**config.mk**
```make
export PLATFORM = sky130hd
export DESIGN_NAME = kbrt_ram
export DESIGN_NICKNAME = d
export VERILOG_FILES = /design/src/hw/rtl/kbrt_ram.sv
export SDC_FILE = /design/constraint.sdc
export NUM_CORES = 1
export LEC_CHECK = 0
export ABC_AREA = 0
export BUFFER_PORTS_ARGS = -buffer_cell sky130_fd_sc_hd__buf_2
export CORE_AREA = 2 2 93 95
export DETAILED_ROUTE_END_ITERATION = 12
export DIE_AREA = 0 0 95 97
export PLACE_DENSITY = 0.9
export SLEW_MARGIN = 10
export SYNTH_ARGS = -nofsm -noshare
export SYNTH_HDL_FRONTEND = slang
export SYNTH_SLANG_ARGS = --single-unit
export TNS_END_PERCENT = 5
```
**constraint.sdc**
```tcl
create_clock -name clk -period 3.6 [get_ports clk]
set_clock_uncertainty 0.05 [all_clocks]
set_input_delay 0.18 -clock clk [delete_from_list [all_inputs] [get_ports clk]]
set_output_delay 0.18 -clock clk [all_outputs]
set_load 0.005 [all_outputs]
```
**src/hw/rtl/kbrt_ram.sv**
```systemverilog
// Generic single-port-write, single-port-read RAM with registered read.
// No dependencies.
`timescale 1ns / 1ps
module kbrt_ram #(
    parameter int WIDTH = 8,
    parameter int DEPTH = 16
) (
    input  logic                     clk,
    input  logic                     we,
    input  logic [$clog2(DEPTH)-1:0] waddr,
    input  logic [WIDTH-1:0]         wdata,
    input  logic                     re,
    input  logic [$clog2(DEPTH)-1:0] raddr,
    output logic [WIDTH-1:0]         rdata
);
    logic [WIDTH-1:0] mem [DEPTH];

    always_ff @(posedge clk)
    begin
        if (we)
        begin
            mem[waddr] <= wdata;
        end
        if (re)
        begin
            rdata <= mem[raddr];
        end
    end
endmodule

```
## Yosys cells after proc, flatten, opt, wreduce, memory -nomap -nowiden

Memories as Yosys holds them, arrays and structs flattened. A register that Yosys moved wholly into a read port is not among the register bits.
Cells that the tools add are included.

- Shifts and indexed selects: 0
- Equality and inequality tests: 0
- Reductions and logical operators: 0
- Add/subtract/negate cells: 0
- Bitwise logic cells: 0
- Order comparisons: 0
- Muxes and demuxes: 2
- $mul: 0
- Divide/modulo/power cells: 0

Operator list:

| cell | count |
|---|---|
| 1-bit 2-to-1 mux | 2 |

- Register bits: 0
- Word-level logic and storage cells: 3
- Output and inout port bits: 8
- Bits in writable memories: 128
- Input port bits: 19
- Bits in latches: 0
- Memories: 1
- ROM bits: 0

Memory list:

| name | words | width | rd ports | clocked after Yosys merged registers in | wr ports | RTL line | RTL |
|---|---|---|---|---|---|---|---|
| mem | 16 | 8 | 1 | 1 | 1 | 16 | `logic [WIDTH-1:0] mem [DEPTH];` |

## Longest topological paths before layout

- Word-level depth: 2
- Gate-level depth with buffers: 5
- Depth with buffers taken out: 3

## Worst setup path after synthesis

OpenSTA, ideal clock, no wires.

- Path kind: input to register
- Start point: input waddr[2]
- End point: memory mem[0][0] (enable)
- Slack: 1877 ps
- Setup time: 383 ps
- Buffers on the path: 0
- Data required time: 3167 ps
- Arrival time: 1290 ps
- Cell stages on the path: 2
- Path through: or3b_2 nor3_1

RTL lines:

| item | RTL line | RTL |
|---|---|---|
| from (decl) | 10 | `input logic [$clog2(DEPTH)-1:0] waddr,` |
| to (decl) | 16 |  |

No word-level cell before the write port.

==> flow_metrics.py <==
metrics = {
    "yosys": {
        "postSynthRegisterBits": 136,
        "postSynth.asyncResetShare": 0,
        "number_of_distinct_library_cells_after_synthesis": 18,
        "yosysWarnings": 0,
        "postSynth.topFlopCell": "sky130_fd_sc_hd__edfxtp_1",
        "synth.net_count": 248,
        "yosysTopAreaCellShare": 0.7812,
        "synth.top_cells.by_count": "sky130_fd_sc_hd__edfxtp_1 (136), sky130_fd_sc_hd__mux4_2 (18), sky130_fd_sc_hd__a22oi_1 (16), sky130_fd_sc_hd__mux4_1 (14), sky130_fd_sc_hd__nor2_1 (13)",
        "yosys.cell_count.top_type": "sky130_fd_sc_hd__edfxtp_1",
        "synth_edf_count": 136,
        "post_synth_main_area_contributors": "sky130_fd_sc_hd__edfxtp_1 (78%), sky130_fd_sc_hd__mux4_2 (7.8%), sky130_fd_sc_hd__mux4_1 (7.0%)",
        "syn_area_per_cell_um2": 22.83,
        "synth_sequential_area_ratio": 0.7812,
        "synth.largest_area_cell": "sky130_fd_sc_hd__edfxtp_1",
        "mapped_area_um2": 5228,
        "number_of_instances_in_the_synthesized_netlist": 229,
    },
    "worst_setup_path": {
        "crit_family": "buffers and inverters",
        "timing.critical_path.to_type": "flip-flop",
        "worst_ep_required_time_ps": 3820,
        "worst_setup_path_start_kind": "primary input",
        "critPathBufInv": 2,
        "timing_worst_setup_path_type": "in2reg",
        "slowest_delay_ps": 590,
        "critical_path.cell_chain": "buf_2, buf_4, mux4_1, a22oi_1, nand2_1",
        "path_max_fanout": 20,
        "cpMaxStageDelayCell": "sky130_fd_sc_hd__mux4_1",
        "crit_arrival_ps": 1980,
    },
    "grt": {
        "first_global_vias": 2568,
        "first_pass_grt_wire_length_um": 14970,
        "grt_max_degree": 33,
        "gr-usage-all-layers": 0.2403,
        "initial_antenna_violation_count": 0,
        "grt_ovf": 0,
    },
    "status": {
        "status": "complete, no violations",
    },
    "die": {
        "die_y_um": 97,
        "die_w_um": 95,
        "boundaryPins": 27,
        "floorplan.die_area_um2": 9215,
        "placeableCoreArea_um2": 8134,
        "initial_core_util": 0.6427,
        "core.rowCount": 33,
    },
    "clock_network": {
        "clk_pin_slew_ps": 60,
        "clkLatencyLatePin_ps": 520,
        "clock_sink_count": 136,
        "clock_tree_from_tritoncts": "yes",
        "cts-root-buf": "sky130_fd_sc_hd__clkbuf_8",
        "cts_buffers": 17,
        "maximum_clock_path_buffer_count": 2,
        "post_cts.repair.setup_buffers": 0,
        "cts_htree_levels": 4,
    },
    "pwr": {
        "pwr_density_cell_nw_per_um2": 560.8,
        "sequentialPowerShare": 0.533,
        "max-vdd-ir-drop_uv": 481.6,
        "combinationalPowerShare": 0.048,
        "power_frac_clock": 0.419,
        "power_switching_mw": 0.6894,
        "leakagePower_nw": 2.015,
        "sw_frac": 0.2048,
        "p_int_mw": 2.677,
    },
    "cells_and_area": {
        "final_cell_count_no_fill": 393,
        "final_layout_size_suffix_gt1_frac": 0.2708,
        "num-nets-final": 296,
        "synthToLayoutAreaGrowth_pct": 14.84,
        "insertedDiodeCount": 0,
    },
    "route": {
        "routed-via-count": 2489,
        "number_of_design_rule_violations_left_by_the_first_detailed_router_iteration": 248,
        "routed_wl_um": 9897,
        "remaining_drc_errors": 0,
        "viasPerCell": 6.333,
        "drt.antenna.violating_nets": 0,
        "wl_per_cell_um": 25.18,
        "drt_pre_antenna_iters": 5,
    },
    "hold_path": {
        "hp-class": "in2reg",
    },
    "timing": {
        "highest_achievable_clock_rate_mhz": 567.6,
        "setup_total_negative_slack_ps": 0,
        "unrepaired_setup_endpoints_after_global_routing": "false",
        "timing.slew.headroom": 0.3617,
        "finalMaxSlewViolations": 0,
        "fin_crit_ps": 1762,
        "worstMarginPinSlew_ps": 953.9,
        "hold_viol": 0,
        "layout_worst_path_cycle_share": 0.4894,
        "timing.final.setup_violations": 0,
    },
    "placed_design": {
        "place_congestion": 0.7236,
        "numPortBuffers": 26,
        "placed_cells": 355,
        "place.detailed.hpwl_um": 5969,
    },
    "flow_run": {
        "maxCapViolCount": 0,
    },
}
## per-layer routing
layer,global-route usage,part of all wire,up-vias
met5,0,0,-
met4,0.1048,0.031,0
met3,0.07321,0.089,23
met2,0.3557,0.49,150
met1,0.3375,0.39,1244
li1,-,-,1072
## worst reg2reg max path: stages (launching register included)
cell	delay, ps
sky130_fd_sc_hd__edfxtp_1	360
sky130_fd_sc_hd__mux4_2	500
sky130_fd_sc_hd__a22oi_1	390
sky130_fd_sc_hd__nand2_1	110
## cells by family after synthesis
kind of cell / share of synthesized area
flip-flops: 0.7812
buffers and inverters: 0.01651
multiplexers: 0.1479
AO/OA/AOI/OAI: 0.02298
AND/OR/NAND/NOR: 0.03136
## final timing paths
path / startpoint / end / slack [ps] / depth (start not counted)
max: raddr[0] / rdata[4] / 1840 / 5
min: wdata[1] / mem[1][1] / 20 / 1
max reg2reg: mem[3][6] / rdata[6] / 1930 / 3
min reg2reg: mem[12][0] / rdata[0] / 700 / 3
## timing repair
action | CTS | global route
gates resized for setup | 0 | 0
hold buffers | 8 | 0
hold endpoints to repair | 103 | 0
## metrics by stage
stage | cell area [µm²] | setup slack [ps] | util | hold slack [ps] | power, mW
6_report | 6003 | 1838 | 0.7380 | 17.15 | 3.366
5_1_grt | 6003 | 1753 | 0.7380 | 8.887 | 3.465
4_1_cts | 6003 | 1820 | 0.7380 | 2.193 | 3.382
3_5_place_dp | 5440 | 1288 | 0.6688 | 503.0 | 1.980
3_3_place_gp | 5440 | 1310 | 0.6688 | 502.3 | 1.971
2_1_floorplan | 5228 | 1877 | - | 228.9 | 1.914
## layout make-up
cell class | count | area (µm²)
clock buffers | 19 | 421.7
well taps | 105 | 131.4
clock inverters | 11 | 61.31
flip-flops and latches | 136 | 4084
multi-input cells | 83 | 1057
repair buffers | 39 | 247.7
fillers | 432 | 2131
## power by group through the flow
stage               logic (mW)  registers (mW)  clock network [mW]
floorplan               0.0900            1.82                   0
global placement         0.146            1.82                   0
detailed placement       0.153            1.83                   0
CTS                      0.161            1.80                1.42
global route             0.173            1.80                1.49
finish                   0.160            1.80                1.41
## placed cells by master, fill, tap and decap left out
| cell type | synthesis | layout |
|---|---|---|
| sky130_fd_sc_hd__a22oi_1 | 16 | 16 |
| sky130_fd_sc_hd__and2_1 | 1 | 1 |
| sky130_fd_sc_hd__and2b_1 | 1 | 1 |
| sky130_fd_sc_hd__buf_2 | 3 | 26 |
| sky130_fd_sc_hd__buf_4 | 1 | 5 |
| sky130_fd_sc_hd__clkbuf_1 | 0 | 2 |
| sky130_fd_sc_hd__clkbuf_16 | 0 | 16 |
| sky130_fd_sc_hd__clkbuf_8 | 0 | 1 |
| sky130_fd_sc_hd__clkinv_2 | 0 | 9 |
| sky130_fd_sc_hd__clkinv_4 | 0 | 1 |
| sky130_fd_sc_hd__clkinvlp_4 | 0 | 1 |
| sky130_fd_sc_hd__dlygate4sd3_1 | 0 | 8 |
| sky130_fd_sc_hd__edfxtp_1 | 136 | 136 |
| sky130_fd_sc_hd__mux4_1 | 14 | 14 |
| sky130_fd_sc_hd__mux4_2 | 18 | 18 |
| sky130_fd_sc_hd__nand2_1 | 9 | 9 |
| sky130_fd_sc_hd__nand2b_1 | 2 | 2 |
| sky130_fd_sc_hd__nand3_1 | 1 | 1 |
| sky130_fd_sc_hd__nand3b_1 | 2 | 2 |
| sky130_fd_sc_hd__nor2_1 | 13 | 13 |
| sky130_fd_sc_hd__nor2b_1 | 1 | 1 |
| sky130_fd_sc_hd__nor3_1 | 4 | 4 |
| sky130_fd_sc_hd__or3b_2 | 1 | 1 |
## flip-flops by register name, summed over array words and instances, names as in the netlist
name / count
rdata: 8
mem: 128
No activity file was read; power rests on OpenSTA's default activity.
