===== config.mk =====
export PLATFORM = sky130hd
export DESIGN_NAME = kbrt_ctrl_flat
export DESIGN_NICKNAME = d
export VERILOG_FILES = /design/src/hw/rtl/kbrt_pkg.sv /design/src/hw/rtl/kbrt_ifs.sv /design/src/hw/rtl/kbrt_ctrl.sv /design/src/flat_wrapper.sv
export SDC_FILE = /design/constraint.sdc
export NUM_CORES = 1
export LEC_CHECK = 0
export BUFFER_PORTS_ARGS = -buffer_cell sky130_fd_sc_hd__buf_2
export CAP_MARGIN = 20
export CORE_MARGIN = 2
export CORE_UTILIZATION = 40
export DETAILED_ROUTE_END_ITERATION = 16
export HOLD_SLACK_MARGIN = 0.15
export REMOVE_ABC_BUFFERS = 1
export SYNTH_ARGS = -nofsm -noshare
export SYNTH_HDL_FRONTEND = slang
export SYNTH_SLANG_ARGS = --single-unit

===== constraint.sdc =====
create_clock -name clk -period 21.6 [get_ports clk]
set_input_delay 2.16 -clock clk [delete_from_list [all_inputs] [get_ports clk]]
set_output_delay 2.16 -clock clk [all_outputs]
set_load 0.005 [all_outputs]

===== src/hw/rtl/kbrt_pkg.sv =====
// Package for the k-bucket routing table: widths, codes and defaults.
// No dependencies.
`timescale 1ns / 1ps
package kbrt_pkg;
    localparam int DEF_ADDRESS_BITS = 40;
    localparam int DEF_BUCKET_DEPTH = 8;
    localparam int EP_W             = 48;
    localparam int TS_W             = 32;
    localparam int PING_W           = 8;
    localparam int KIND_W           = 2;
    localparam int STATUS_W         = 3;
    localparam int BIDX_W           = 6;
    localparam int CFG_IDX_W        = 2;
    localparam int ABITS_W          = 6;
    localparam int LIMIT_W          = 4;

    localparam logic [KIND_W-1:0] KIND_SEEN  = 2'd0;
    localparam logic [KIND_W-1:0] KIND_PONG  = 2'd1;
    localparam logic [KIND_W-1:0] KIND_QUERY = 2'd2;
    localparam logic [KIND_W-1:0] KIND_NONE  = 2'd3;

    localparam logic [STATUS_W-1:0] ST_UPDATED  = 3'd0;
    localparam logic [STATUS_W-1:0] ST_INSERTED = 3'd1;
    localparam logic [STATUS_W-1:0] ST_DROPPED  = 3'd2;
    localparam logic [STATUS_W-1:0] ST_UNKNOWN  = 3'd3;
    localparam logic [STATUS_W-1:0] ST_ENTRY    = 3'd4;
    localparam logic [STATUS_W-1:0] ST_EMPTY    = 3'd5;

    localparam logic [CFG_IDX_W-1:0] REG_OWN_ID = 2'd0;
    localparam logic [CFG_IDX_W-1:0] REG_ABITS  = 2'd1;
    localparam logic [CFG_IDX_W-1:0] REG_LIMIT  = 2'd2;
endpackage


===== src/hw/rtl/kbrt_ifs.sv =====
// Channel interfaces: item, result and config write words.
// Depends on kbrt_pkg.
`timescale 1ns / 1ps
interface kbrt_item_if import kbrt_pkg::*; #(parameter int AW = DEF_ADDRESS_BITS);
    logic              valid;
    logic              ready;
    logic [KIND_W-1:0] kind;
    logic [AW-1:0]     node_address;
    logic [EP_W-1:0]   node_endpoint;
    logic [TS_W-1:0]   timestamp;
    modport source (output valid, kind, node_address, node_endpoint, timestamp, input ready);
    modport sink   (input valid, kind, node_address, node_endpoint, timestamp, output ready);
endinterface

interface kbrt_result_if import kbrt_pkg::*; #(parameter int AW = DEF_ADDRESS_BITS);
    logic                valid;
    logic                ready;
    logic [STATUS_W-1:0] status;
    logic [AW-1:0]       entry_address;
    logic [EP_W-1:0]     entry_endpoint;
    logic [BIDX_W-1:0]   bucket_index;
    logic                last_result;
    modport source (output valid, status, entry_address, entry_endpoint, bucket_index,
                    last_result, input ready);
    modport sink   (input valid, status, entry_address, entry_endpoint, bucket_index,
                    last_result, output ready);
endinterface



===== src/hw/rtl/kbrt_ctrl.sv =====
// Item sequencer: bucket lookup, bucket scan, insert/refresh, closest walk.
// Depends on kbrt_pkg, kbrt_ifs; drives the entry and fill count RAMs.
`timescale 1ns / 1ps
module kbrt_ctrl import kbrt_pkg::*; #(
    parameter int ADDRESS_BITS = DEF_ADDRESS_BITS,
    parameter int BUCKET_DEPTH = DEF_BUCKET_DEPTH,
    localparam int BW = $clog2(ADDRESS_BITS),
    localparam int EW = $clog2(ADDRESS_BITS * BUCKET_DEPTH),
    localparam int CW = $clog2(BUCKET_DEPTH + 1),
    localparam int WW = ADDRESS_BITS + EP_W + TS_W + PING_W
) (
    input  logic                    clk,
    input  logic                    rst_n,
    kbrt_item_if.sink               in_ch,
    kbrt_result_if.source           out_ch,
    input  logic [ADDRESS_BITS-1:0] own_id,
    input  logic [ABITS_W-1:0]      act_bits,
    input  logic [CW-1:0]           lim,
    output logic                    ent_we,
    output logic [EW-1:0]           ent_waddr,
    output logic [WW-1:0]           ent_wdata,
    output logic                    ent_re,
    output logic [EW-1:0]           ent_raddr,
    input  logic [WW-1:0]           ent_rdata,
    output logic                    cnt_we,
    output logic [BW-1:0]           cnt_waddr,
    output logic [CW-1:0]           cnt_wdata,
    output logic                    cnt_re,
    output logic [BW-1:0]           cnt_raddr,
    input  logic [CW-1:0]           cnt_rdata
);
    localparam int AW = ADDRESS_BITS;
    localparam int SW = (BUCKET_DEPTH > 1) ? $clog2(BUCKET_DEPTH) : 1;
    localparam logic [EW-1:0] DEPTH_E = EW'(BUCKET_DEPTH);
    localparam logic [BW-1:0] TOP_B   = BW'(ADDRESS_BITS - 1);

    typedef enum logic [3:0] {
        S_IDLE, S_DIST, S_CNT, S_RD, S_CMP, S_QWAIT, S_QRD, S_QCMP, S_QNEXT, S_QEND, S_EMIT
    } state_t;

    state_t              state_reg;
    logic [KIND_W-1:0]   kind_reg;
    logic [AW-1:0]       addr_reg;
    logic [EP_W-1:0]     ep_reg;
    logic [TS_W-1:0]     ts_reg;
    logic [BW-1:0]       bucket_reg;
    logic [BW-1:0]       cur_reg;
    logic                pass_reg;
    logic [CW-1:0]       cnt_reg;
    logic [CW-1:0]       slot_reg;
    logic [CW-1:0]       n_reg;
    logic [AW-1:0]       seen_reg [BUCKET_DEPTH];
    logic                pend_v_reg;
    logic [AW-1:0]       pend_addr_reg;
    logic [EP_W-1:0]     pend_ep_reg;
    logic [BW-1:0]       pend_b_reg;
    logic [STATUS_W-1:0] res_st_reg;
    logic [AW-1:0]       res_addr_reg;
    logic [EP_W-1:0]     res_ep_reg;
    logic [BW-1:0]       res_b_reg;
    logic                res_last_reg;
    logic                out_v_reg;
    logic [STATUS_W-1:0] out_st_reg;
    logic [AW-1:0]       out_addr_reg;
    logic [EP_W-1:0]     out_ep_reg;
    logic [BIDX_W-1:0]   out_b_reg;
    logic                out_last_reg;
    logic [AW-1:0]       cvalid_reg;

    logic [AW-1:0]       xor_dist;
    logic [BW-1:0]       enc;
    logic [CW-1:0]       cnt_eff_b;
    logic [CW-1:0]       cnt_eff_c;
    logic [AW-1:0]       rd_addr;
    logic [PING_W-1:0]   rd_ping;
    logic                dup;
    logic                out_free;
    logic                out_load;
    logic                in_acc;

    assign rd_addr = ent_rdata[AW-1:0];
    assign rd_ping = ent_rdata[WW-1 -: PING_W];
    assign cnt_eff_b = cvalid_reg[bucket_reg] ? cnt_rdata : '0;
    assign cnt_eff_c = cvalid_reg[cur_reg] ? cnt_rdata : '0;
    assign out_free = !out_v_reg || out_ch.ready;
    assign out_load = (state_reg == S_EMIT) && out_free;
    assign in_acc = in_ch.valid && in_ch.ready;

    always_comb
    begin
        xor_dist = '0;
        enc = '0;
        for (int i = 0; i < AW; i++)
        begin
            xor_dist[i] = (addr_reg[i] ^ own_id[i]) && (7'(i) < {1'b0, act_bits});
        end
        for (int i = 0; i < AW; i++)
        begin
            if (xor_dist[i])
            begin
                enc = BW'(i);
            end
        end
    end

    always_comb
    begin
        dup = 1'b0;
        for (int j = 0; j < BUCKET_DEPTH; j++)
        begin
            if ((CW'(j) < n_reg) && (seen_reg[j] == rd_addr))
            begin
                dup = 1'b1;
            end
        end
    end

    always_comb
    begin
        ent_re    = 1'b0;
        ent_raddr = EW'(bucket_reg) * DEPTH_E + EW'(slot_reg);
        ent_we    = 1'b0;
        ent_waddr = EW'(bucket_reg) * DEPTH_E + EW'(slot_reg);
        ent_wdata = {rd_ping, ts_reg, ep_reg, addr_reg};
        cnt_re    = 1'b0;
        cnt_raddr = enc;
        cnt_we    = 1'b0;
        cnt_waddr = bucket_reg;
        cnt_wdata = cnt_reg + CW'(1);
        case (state_reg)
            S_DIST:
            begin
                cnt_re = 1'b1;
            end
            S_RD:
            begin
                if (slot_reg < cnt_reg)
                begin
                    ent_re = 1'b1;
                end
                else if (kind_reg == KIND_SEEN && cnt_reg < lim)
                begin
                    ent_we    = 1'b1;
                    ent_waddr = EW'(bucket_reg) * DEPTH_E + EW'(cnt_reg);
                    ent_wdata = {PING_W'(0), ts_reg, ep_reg, addr_reg};
                    cnt_we    = 1'b1;
                end
            end
            S_CMP:
            begin
                if (rd_addr == addr_reg)
                begin
                    ent_we = 1'b1;
                    if (kind_reg == KIND_PONG)
                    begin
                        ent_wdata = {PING_W'(0), ts_reg, ep_reg, addr_reg};
                    end
                end
            end
            S_QRD:
            begin
                ent_raddr = EW'(cur_reg) * DEPTH_E + EW'(slot_reg);
                if (slot_reg < cnt_reg && n_reg < lim)
                begin
                    ent_re = 1'b1;
                end
            end
            S_QNEXT:
            begin
                cnt_re = 1'b1;
                if (!pass_reg)
                begin
                    cnt_raddr = (cur_reg == '0) ? bucket_reg + BW'(1) : cur_reg - BW'(1);
                end
                else
                begin
                    cnt_raddr = cur_reg + BW'(1);
                end
            end
            default:
            begin
            end
        endcase
    end

    always_ff @(posedge clk or negedge rst_n)
    begin
        if (!rst_n)
        begin
            state_reg    <= S_IDLE;
            out_v_reg    <= 1'b0;
            pend_v_reg   <= 1'b0;
            cvalid_reg   <= '0;
            n_reg        <= '0;
            pass_reg     <= 1'b0;
        end
        else
        begin
            if (out_load)
            begin
                out_v_reg <= 1'b1;
            end
            else if (out_ch.ready)
            begin
                out_v_reg <= 1'b0;
            end
            if (cnt_we)
            begin
                cvalid_reg[cnt_waddr] <= 1'b1;
            end
            case (state_reg)
                S_IDLE:
                begin
                    if (in_acc && in_ch.kind != KIND_NONE)
                    begin
                        kind_reg   <= in_ch.kind;
                        addr_reg   <= in_ch.node_address;
                        ep_reg     <= in_ch.node_endpoint;
                        ts_reg     <= in_ch.timestamp;
                        n_reg      <= '0;
                        pass_reg   <= 1'b0;
                        pend_v_reg <= 1'b0;
                        state_reg  <= S_DIST;
                    end
                end
                S_DIST:
                begin
                    bucket_reg <= enc;
                    cur_reg    <= enc;
                    state_reg  <= (kind_reg == KIND_QUERY) ? S_QWAIT : S_CNT;
                end
                S_CNT:
                begin
                    cnt_reg   <= cnt_eff_b;
                    slot_reg  <= '0;
                    state_reg <= S_RD;
                end
                S_RD:
                begin
                    res_addr_reg <= '0;
                    res_ep_reg   <= '0;
                    res_b_reg    <= bucket_reg;
                    res_last_reg <= 1'b1;
                    if (slot_reg < cnt_reg)
                    begin
                        state_reg <= S_CMP;
                    end
                    else
                    begin
                        if (kind_reg == KIND_PONG)
                        begin
                            res_st_reg <= ST_UNKNOWN;
                        end
                        else if (cnt_reg < lim)
                        begin
                            res_st_reg <= ST_INSERTED;
                        end
                        else
                        begin
                            res_st_reg <= ST_DROPPED;
                        end
                        state_reg <= S_EMIT;
                    end
                end
                S_CMP:
                begin
                    if (rd_addr == addr_reg)
                    begin
                        res_st_reg <= ST_UPDATED;
                        state_reg  <= S_EMIT;
                    end
                    else
                    begin
                        slot_reg  <= slot_reg + CW'(1);
                        state_reg <= S_RD;
                    end
                end
                S_QWAIT:
                begin
                    cnt_reg   <= cnt_eff_c;
                    slot_reg  <= '0;
                    state_reg <= S_QRD;
                end
                S_QRD:
                begin
                    state_reg <= (slot_reg < cnt_reg && n_reg < lim) ? S_QCMP : S_QNEXT;
                end
                S_QCMP:
                begin
                    slot_reg <= slot_reg + CW'(1);
                    if (!dup)
                    begin
                        seen_reg[SW'(n_reg)] <= rd_addr;
                        n_reg         <= n_reg + CW'(1);
                        pend_v_reg    <= 1'b1;
                        pend_addr_reg <= rd_addr;
                        pend_ep_reg   <= ent_rdata[AW +: EP_W];
                        pend_b_reg    <= cur_reg;
                    end
                    if (!dup && pend_v_reg)
                    begin
                        res_st_reg   <= ST_ENTRY;
                        res_addr_reg <= pend_addr_reg;
                        res_ep_reg   <= pend_ep_reg;
                        res_b_reg    <= pend_b_reg;
                        res_last_reg <= 1'b0;
                        state_reg    <= S_EMIT;
                    end
                    else
                    begin
                        state_reg <= S_QRD;
                    end
                end
                S_QNEXT:
                begin
                    if (n_reg >= lim)
                    begin
                        state_reg <= S_QEND;
                    end
                    else if (!pass_reg)
                    begin
                        if (cur_reg != '0)
                        begin
                            cur_reg   <= cur_reg - BW'(1);
                            state_reg <= S_QWAIT;
                        end
                        else if (bucket_reg == TOP_B)
                        begin
                            state_reg <= S_QEND;
                        end
                        else
                        begin
                            cur_reg   <= bucket_reg + BW'(1);
                            pass_reg  <= 1'b1;
                            state_reg <= S_QWAIT;
                        end
                    end
                    else if (cur_reg == TOP_B)
                    begin
                        state_reg <= S_QEND;
                    end
                    else
                    begin
                        cur_reg   <= cur_reg + BW'(1);
                        state_reg <= S_QWAIT;
                    end
                end
                S_QEND:
                begin
                    res_last_reg <= 1'b1;
                    pend_v_reg   <= 1'b0;
                    if (pend_v_reg)
                    begin
                        res_st_reg   <= ST_ENTRY;
                        res_addr_reg <= pend_addr_reg;
                        res_ep_reg   <= pend_ep_reg;
                        res_b_reg    <= pend_b_reg;
                    end
                    else
                    begin
                        res_st_reg   <= ST_EMPTY;
                        res_addr_reg <= '0;
                        res_ep_reg   <= '0;
                        res_b_reg    <= bucket_reg;
                    end
                    state_reg <= S_EMIT;
                end
                S_EMIT:
                begin
                    if (out_free)
                    begin
                        out_st_reg   <= res_st_reg;
                        out_addr_reg <= res_addr_reg;
                        out_ep_reg   <= res_ep_reg;
                        out_b_reg    <= BIDX_W'(res_b_reg);
                        out_last_reg <= res_last_reg;
                        state_reg    <= res_last_reg ? S_IDLE : S_QRD;
                    end
                end
                default:
                begin
                    state_reg <= S_IDLE;
                end
            endcase
        end
    end

    assign in_ch.ready           = (state_reg == S_IDLE);
    assign out_ch.valid          = out_v_reg;
    assign out_ch.status         = out_st_reg;
    assign out_ch.entry_address  = out_addr_reg;
    assign out_ch.entry_endpoint = out_ep_reg;
    assign out_ch.bucket_index   = out_b_reg;
    assign out_ch.last_result    = out_last_reg;
endmodule


===== src/flat_wrapper.sv =====
// flat-port wrapper written by rule: the top's interface ports become plain ports
module kbrt_ctrl_flat import kbrt_pkg::*;
#(
    parameter int ADDRESS_BITS = DEF_ADDRESS_BITS,
    parameter int BUCKET_DEPTH = DEF_BUCKET_DEPTH,
    localparam int BW = $clog2(ADDRESS_BITS),
    localparam int EW = $clog2(ADDRESS_BITS * BUCKET_DEPTH),
    localparam int CW = $clog2(BUCKET_DEPTH + 1),
    localparam int WW = ADDRESS_BITS + EP_W + TS_W + PING_W
)
  (clk, rst_n, own_id, act_bits, lim, ent_we, ent_waddr, ent_wdata, ent_re, ent_raddr, ent_rdata, cnt_we, cnt_waddr, cnt_wdata, cnt_re, cnt_raddr, cnt_rdata, in_ch_valid, in_ch_kind, in_ch_node_address, in_ch_node_endpoint, in_ch_timestamp, in_ch_ready, out_ch_valid, out_ch_status, out_ch_entry_address, out_ch_entry_endpoint, out_ch_bucket_index, out_ch_last_result, out_ch_ready);
  kbrt_item_if in_ch_i ();
  kbrt_result_if out_ch_i ();
  input  logic clk;
  input  logic rst_n;
  input  logic [ADDRESS_BITS-1:0] own_id;
  input  logic [ABITS_W-1:0] act_bits;
  input  logic [CW-1:0] lim;
  output logic ent_we;
  output logic [EW-1:0] ent_waddr;
  output logic [WW-1:0] ent_wdata;
  output logic ent_re;
  output logic [EW-1:0] ent_raddr;
  input  logic [WW-1:0] ent_rdata;
  output logic cnt_we;
  output logic [BW-1:0] cnt_waddr;
  output logic [CW-1:0] cnt_wdata;
  output logic cnt_re;
  output logic [BW-1:0] cnt_raddr;
  input  logic [CW-1:0] cnt_rdata;
  input wire logic [$bits(in_ch_i.valid)-1:0] in_ch_valid;
  input wire logic [$bits(in_ch_i.kind)-1:0] in_ch_kind;
  input wire logic [$bits(in_ch_i.node_address)-1:0] in_ch_node_address;
  input wire logic [$bits(in_ch_i.node_endpoint)-1:0] in_ch_node_endpoint;
  input wire logic [$bits(in_ch_i.timestamp)-1:0] in_ch_timestamp;
  output wire logic [$bits(in_ch_i.ready)-1:0] in_ch_ready;
  output wire logic [$bits(out_ch_i.valid)-1:0] out_ch_valid;
  output wire logic [$bits(out_ch_i.status)-1:0] out_ch_status;
  output wire logic [$bits(out_ch_i.entry_address)-1:0] out_ch_entry_address;
  output wire logic [$bits(out_ch_i.entry_endpoint)-1:0] out_ch_entry_endpoint;
  output wire logic [$bits(out_ch_i.bucket_index)-1:0] out_ch_bucket_index;
  output wire logic [$bits(out_ch_i.last_result)-1:0] out_ch_last_result;
  input wire logic [$bits(out_ch_i.ready)-1:0] out_ch_ready;
  assign in_ch_i.valid = in_ch_valid;
  assign in_ch_i.kind = in_ch_kind;
  assign in_ch_i.node_address = in_ch_node_address;
  assign in_ch_i.node_endpoint = in_ch_node_endpoint;
  assign in_ch_i.timestamp = in_ch_timestamp;
  assign in_ch_ready = in_ch_i.ready;
  assign out_ch_valid = out_ch_i.valid;
  assign out_ch_status = out_ch_i.status;
  assign out_ch_entry_address = out_ch_i.entry_address;
  assign out_ch_entry_endpoint = out_ch_i.entry_endpoint;
  assign out_ch_bucket_index = out_ch_i.bucket_index;
  assign out_ch_last_result = out_ch_i.last_result;
  assign out_ch_i.ready = out_ch_ready;
  kbrt_ctrl #(.ADDRESS_BITS(ADDRESS_BITS), .BUCKET_DEPTH(BUCKET_DEPTH)) u_core (.clk(clk), .rst_n(rst_n), .in_ch(in_ch_i), .out_ch(out_ch_i), .own_id(own_id), .act_bits(act_bits), .lim(lim), .ent_we(ent_we), .ent_waddr(ent_waddr), .ent_wdata(ent_wdata), .ent_re(ent_re), .ent_raddr(ent_raddr), .ent_rdata(ent_rdata), .cnt_we(cnt_we), .cnt_waddr(cnt_waddr), .cnt_wdata(cnt_wdata), .cnt_re(cnt_re), .cnt_raddr(cnt_raddr), .cnt_rdata(cnt_rdata));
endmodule

# Word-level counts from Yosys, hierarchy flattened
# Memory sizes are Yosys's and may differ from the RTL's.
# Cells that the tools add are included.
[word_totals]
mem_count = 1
ram_bits = 320
ff_bits = 483
in_bits = 308
out_inout_bits = 266
wordCells = 388
[mem_list]
columns = ["memory", "depth", "word_bits", "read_ports", "rd_clocked_by_memory_dff", "write_ports", "line", "text"]
rows = [
  ["u_core.seen_reg", 8, 40, 8, 0, 1, "kbrt_ctrl.sv:52", "logic [AW-1:0] seen_reg [BUCKET_DEPTH];"],
]
[classes]
reduce_logical = 89
eq_ne = 34
n_addsub = 9
magnitude_cmp = 54
bitwise = 41
mux = 133
[ops]
columns = ["operator", "count"]
rows = [
  ["128-bit two-way mux", 4],
  ["40-bit equality test", 9],
  ["6-bit two-way mux", 48],
  ["128-bit case mux with 2 select lines", 1],
  ["48-bit case mux with 3 select lines", 1],
  ["40-bit case mux with 3 select lines", 1],
  ["5-bit by 6-bit < comparator with 1-bit output (first input constant)", 16],
  ["48-bit two-way mux", 2],
  ["40-bit two-way mux", 2],
  ["4-bit two-way mux", 16],
  ["1-bit logical AND", 55],
  ["4-bit by 6-bit < comparator with 1-bit output (first input constant)", 8],
  ["6-bit < comparator (first input constant)", 8],
  ["4-bit case mux with 11 select lines", 1],
  ["40-bit OR", 1],
  ["1-bit bitwise XOR", 39],
  ["9-bit two-way mux", 4],
  ["1-bit two-way mux", 32],
  ["9-bit by 4-bit adder with 9-bit output", 3],
  ["3-bit AND reduction", 9],
  ["3-bit by 6-bit < comparator with 1-bit output (first input constant)", 4],
  ["3-bit two-way mux", 6],
  ["6-bit case mux with 3 select lines", 1],
  ["4-bit by 3-bit equality test with 1-bit output (second input constant)", 4],
  ["44 further kinds", 85],
]

# Longest topological paths before layout
[logic_depth]
ltp_word = 42
mapped_depth = 12

# Worst setup path before layout
# No wires, ideal clock.
[synth_timing]
kind = "input to register"
startpoint = "in rst_n"
endpoint = "reg u_core.out_b_reg[0] (netlist: u_core.out_ch.bucket_index[0]), enable pin"
arrival_ns = 11.665
stages = 2
setup_time_ns = 0.795
path_slack_ns = 9.140
required_time_ns = 20.805
cell_sequence = "inv_1 nor4_1"
[synth_between]
elab_chain_len = 1
[synth_lines]
columns = ["element", "line", "text"]
rows = [
  ["start, declared", "flat_wrapper.sv:15", "input logic rst_n;"],
  ["3-bit AND reduction (no line)", "-", ""],
  ["end signal, assigned", "kbrt_ctrl.sv:375", "out_b_reg <= BIDX_W'(res_b_reg);"],
  ["end, declared", "kbrt_ctrl.sv:66", "logic [BIDX_W-1:0] out_b_reg;"],
]
# No other way between the ends.
# A chain may end at the register's enable or synchronous reset.

# Worst setup path after layout
[layout_timing]
startpoint = "in act_bits[5]"
endpoint = "out cnt_raddr[0]"
[layout_between]
elab_chain_len = 42
word_cells_on_any_way = 118
cone_classes = "order compare: 39; mux: 40; reduce/logical: 39"
[layout_lines]
columns = ["element", "line", "text"]
rows = [
  ["start, declared", "flat_wrapper.sv:17", "input logic [ABITS_W-1:0] act_bits;"],
  ["1-bit by 6-bit < comparator with 1-bit output", "kbrt_ctrl.sv:95", "xor_dist[i] = (addr_reg[i] ^ own_id[i]) && (7'(i) < {1'b0, act_bits});"],
  ["1-bit logical AND", "kbrt_ctrl.sv:95", ""],
  ["1-bit two-way mux", "kbrt_ctrl.sv:99", "if (xor_dist[i])"],
  ["6-bit two-way mux (37 in a row)", "kbrt_ctrl.sv:99", ""],
  ["6-bit two-way mux (*)", "kbrt_ctrl.sv:99", ""],
  ["6-bit two-way mux (*)", "kbrt_ctrl.sv:130", "case (state_reg)"],
  ["end, declared", "flat_wrapper.sv:29", "output logic [BW-1:0] cnt_raddr;"],
]
# Mark *: on every way between the ends. The rest lies on a longest branch, timed or not.

==> results.ini <==
[run_status]
outcome = completed

[placement]
dpl.hpwl_microns = 61100
place_area_sq_mm = 0.0373
place_congestion = 0.858
port_buffers = 540

[floorplan]
start_util_pct = 40.2
placement_rows = 106
fp.dieArea_sq_mm = 0.0860
chipHeight_microns = 293
die_w_microns = 293
core_area_sq_mm = 0.0833
io_pins = 574

[synthesis]
synth_area_per_cell_sq_um = 15.5
synth_top_area_share_pct = 67.5
synthArstFlopShare_pct = 6.35
ys.flop_type = edfxtp_1
yosysMostFrequentCell = edfxtp_1
syn_inst = 2162
synth_top_cell_by_area = edfxtp_1
synth_edf_count = 752
yosysWarnings = 0
ys_seq_elements = 803
synth_common_cells = edfxtp_1, xnor2_1, xor2_1, nor2b_1, nand2_1
yosysUniqueCellTypes = 72
syn_area_sq_mm = 0.0335
synth.yosys.seq_area_share_pct = 71.3
yosys-top-cells-area = edfxtp_1, xnor2_1, dfrtp_1

[power]
pwr-share-comb_pct = 12.9
p_clk_share_pct = 37.2
ir_drop_mv = 0.0622
switching_power_mw = 1.00
p_per_area_mw_per_mm2 = 95.7
p_seq_share_pct = 49.8
p_int_mw = 2.83
p_leak_nw = 14.4
switching_share_pct = 26.2

[timing]
finalSetupTns_ns = 0
fin_skew_ns = 0.0238
fmax_ghz = 0.137
final_hold_viol_count = 0
finalSetupViolations = 0
finalMaxSlewViolations = 0
slew_headroom_pct = 29.8
tightestPinTransition_ns = 1.05
period_share_pct = 33.8
min_period_ns = 7.30
rsz0062_at_grt = no

[setup_path]
crit_cells = 10
cpPeakStageDelay_ns = 0.59
crit_arrival_ns = 5.14
critPathSlowestCell = a2111oi_0
path_delay_family = compound AO/OA/AOI/OAI gates
worst-endpoint-required_ns = 19.44
reg2reg_from = u_core.n_reg[1]$_DFFE_PN0P_
reg2reg_depth = 10
crit_start = act_bits[5]
path_cells = buf_2 > or2_0 > a21oi_1 > nor3_1 > a2111oi_0 > a2111oi_0 > nor3_1 > o21ai_1 > a31oi_1 > buf_2
critPathLaunchType = primary input
endpoint_kind = output pin
crit_buf_inv = 2
path_class = in -> out
path_max_fanout = 30

[route]
wl_microns = 92100
vias_per_cell = 5.21
drc_errors = 0
dr.pass1.iters = 7
drtAntennaViolNets = 0
wl_per_cell_microns = 23.8
initialDrtViolationCount = 1519
vias = 20200

[min_path]
min_path_type = reg -> reg
hp-start = u_core.res_ep_reg[9]$_DFFE_PP_
holdPathStages = 0

[clock_network]
ctsHoldBuffers = 0
cts_setup_buffers = 0
clk_pin_slew_ns = 0.06
cts_buffers = 88
cts_tree = done
htreeDepth = 3
root_buffer = clkbuf_16
clock_latency_ns = 0.64
clockBufferDepth = 3
post_cts_resized = 0
cts_num_sinks = 803

[global_route]
gr-total-overflow = 0
grt_max_degree = 95
track_usage_pct = 21.1
grt_pass1_wl_microns = 134000
antenna_found_initial = 18
grt_pass1_vias = 20600

[finish]
largest_register_ffs = 320
fillers = 7281
design_area_sq_mm = 0.0401
layout-drive-gt1-share_pct = 27.7
syn_to_final_growth_pct = 19.7
nets = 3059

[job]
cap_violations = 0

## worst paths after layout
path	end	slack [ns]
worst max-delay path	cnt_raddr[0]	14.30
min in group asynchronous	u_core.cvalid_reg[30]$_DFFE_PN0P_	1.70
max in group asynchronous	u_core.n_reg[0]$_DFFE_PN0P_	19.40
worst min register to register	u_core.out_ch.entry_endpoint[9]$_DFFE_PP_	0.41
worst min-delay path	u_core.out_ch.entry_endpoint[9]$_DFFE_PP_	0.41
worst max register to register	u_core.pend_addr_reg[25]$_DFFE_PP_	16.86
## power groups by stage
stage	combinational (mW)	sequential, mW	clock (mW)
4_1_cts	0.501	1.91	1.47
5_1_grt	0.549	1.92	1.52
6_report	0.496	1.91	1.43
3_3_place_gp	0.490	1.94	0
3_5_place_dp	0.499	1.94	0
2_1_floorplan	0.253	1.95	0
## layout by cell type, fill, tap and decap left out, drive strengths merged, types with 41 or more instances in the layout
cell type | Yosys | layout
clkbuf | 43 | 111
xor2 | 103 | 103
dfrtp | 51 | 51
edfxtp | 752 | 752
a21oi | 43 | 43
nor2b | 98 | 98
nor2 | 72 | 72
xnor2 | 323 | 323
buf | 62 | 580
nor4 | 41 | 41
o21ai | 52 | 52
nand2 | 82 | 82
nand4 | 74 | 74
## metrics by stage
| stage | power, mW | hold slack [ns] | std cells | util, % | worst slack, ns |
|---|---|---|---|---|---|
| finish | 3.84 | 0.415 | 3877 | 48.1 | 14.30 |
| global route | 3.99 | 0.418 | 3875 | 48.1 | 14.13 |
| CTS | 3.88 | 0.418 | 3872 | 48.0 | 14.37 |
| detailed placement | 2.44 | 0.405 | 3715 | 44.8 | 14.36 |
| global placement | 2.43 | 0.402 | 3715 | 44.8 | 14.41 |
| floorplan | 2.20 | 0.400 | 2057 | - | 9.14 |
## logic make-up after synthesis
| group | share of synthesized area [%] |
|---|---|
| muxes | 1.84 |
| AOI/OAI and AO/OA | 4.65 |
| xor gates and xnor gates | 11.1 |
| adders and majority gates | 0.897 |
| and+or+nand+nor | 7.96 |
| buffers and inverters | 2.22 |
| DFF | 71.3 |
## layout make-up
class	count	area, sq um	area share [%]
diodes	3	7.51	0.0187
clock buffers	111	2360	5.89
clock inverters	46	372	0.927
inverters	33	124	0.309
multi-input cells	1221	8960	22.4
flip-flops and latches	803	23900	59.5
well taps	1080	1350	3.37
repair buffers	580	3040	7.58
## routing by layer
metal	vias to the layer above	global-route usage (%)	part of all wire [%]
met4	22	6.92	3.1
li1	9136	-	-
met1	10100	27.1	41
met2	782	35.3	49
met3	172	4.71	6.8
met5	-	0	0.14
Power figures use the tool's default switching activity.
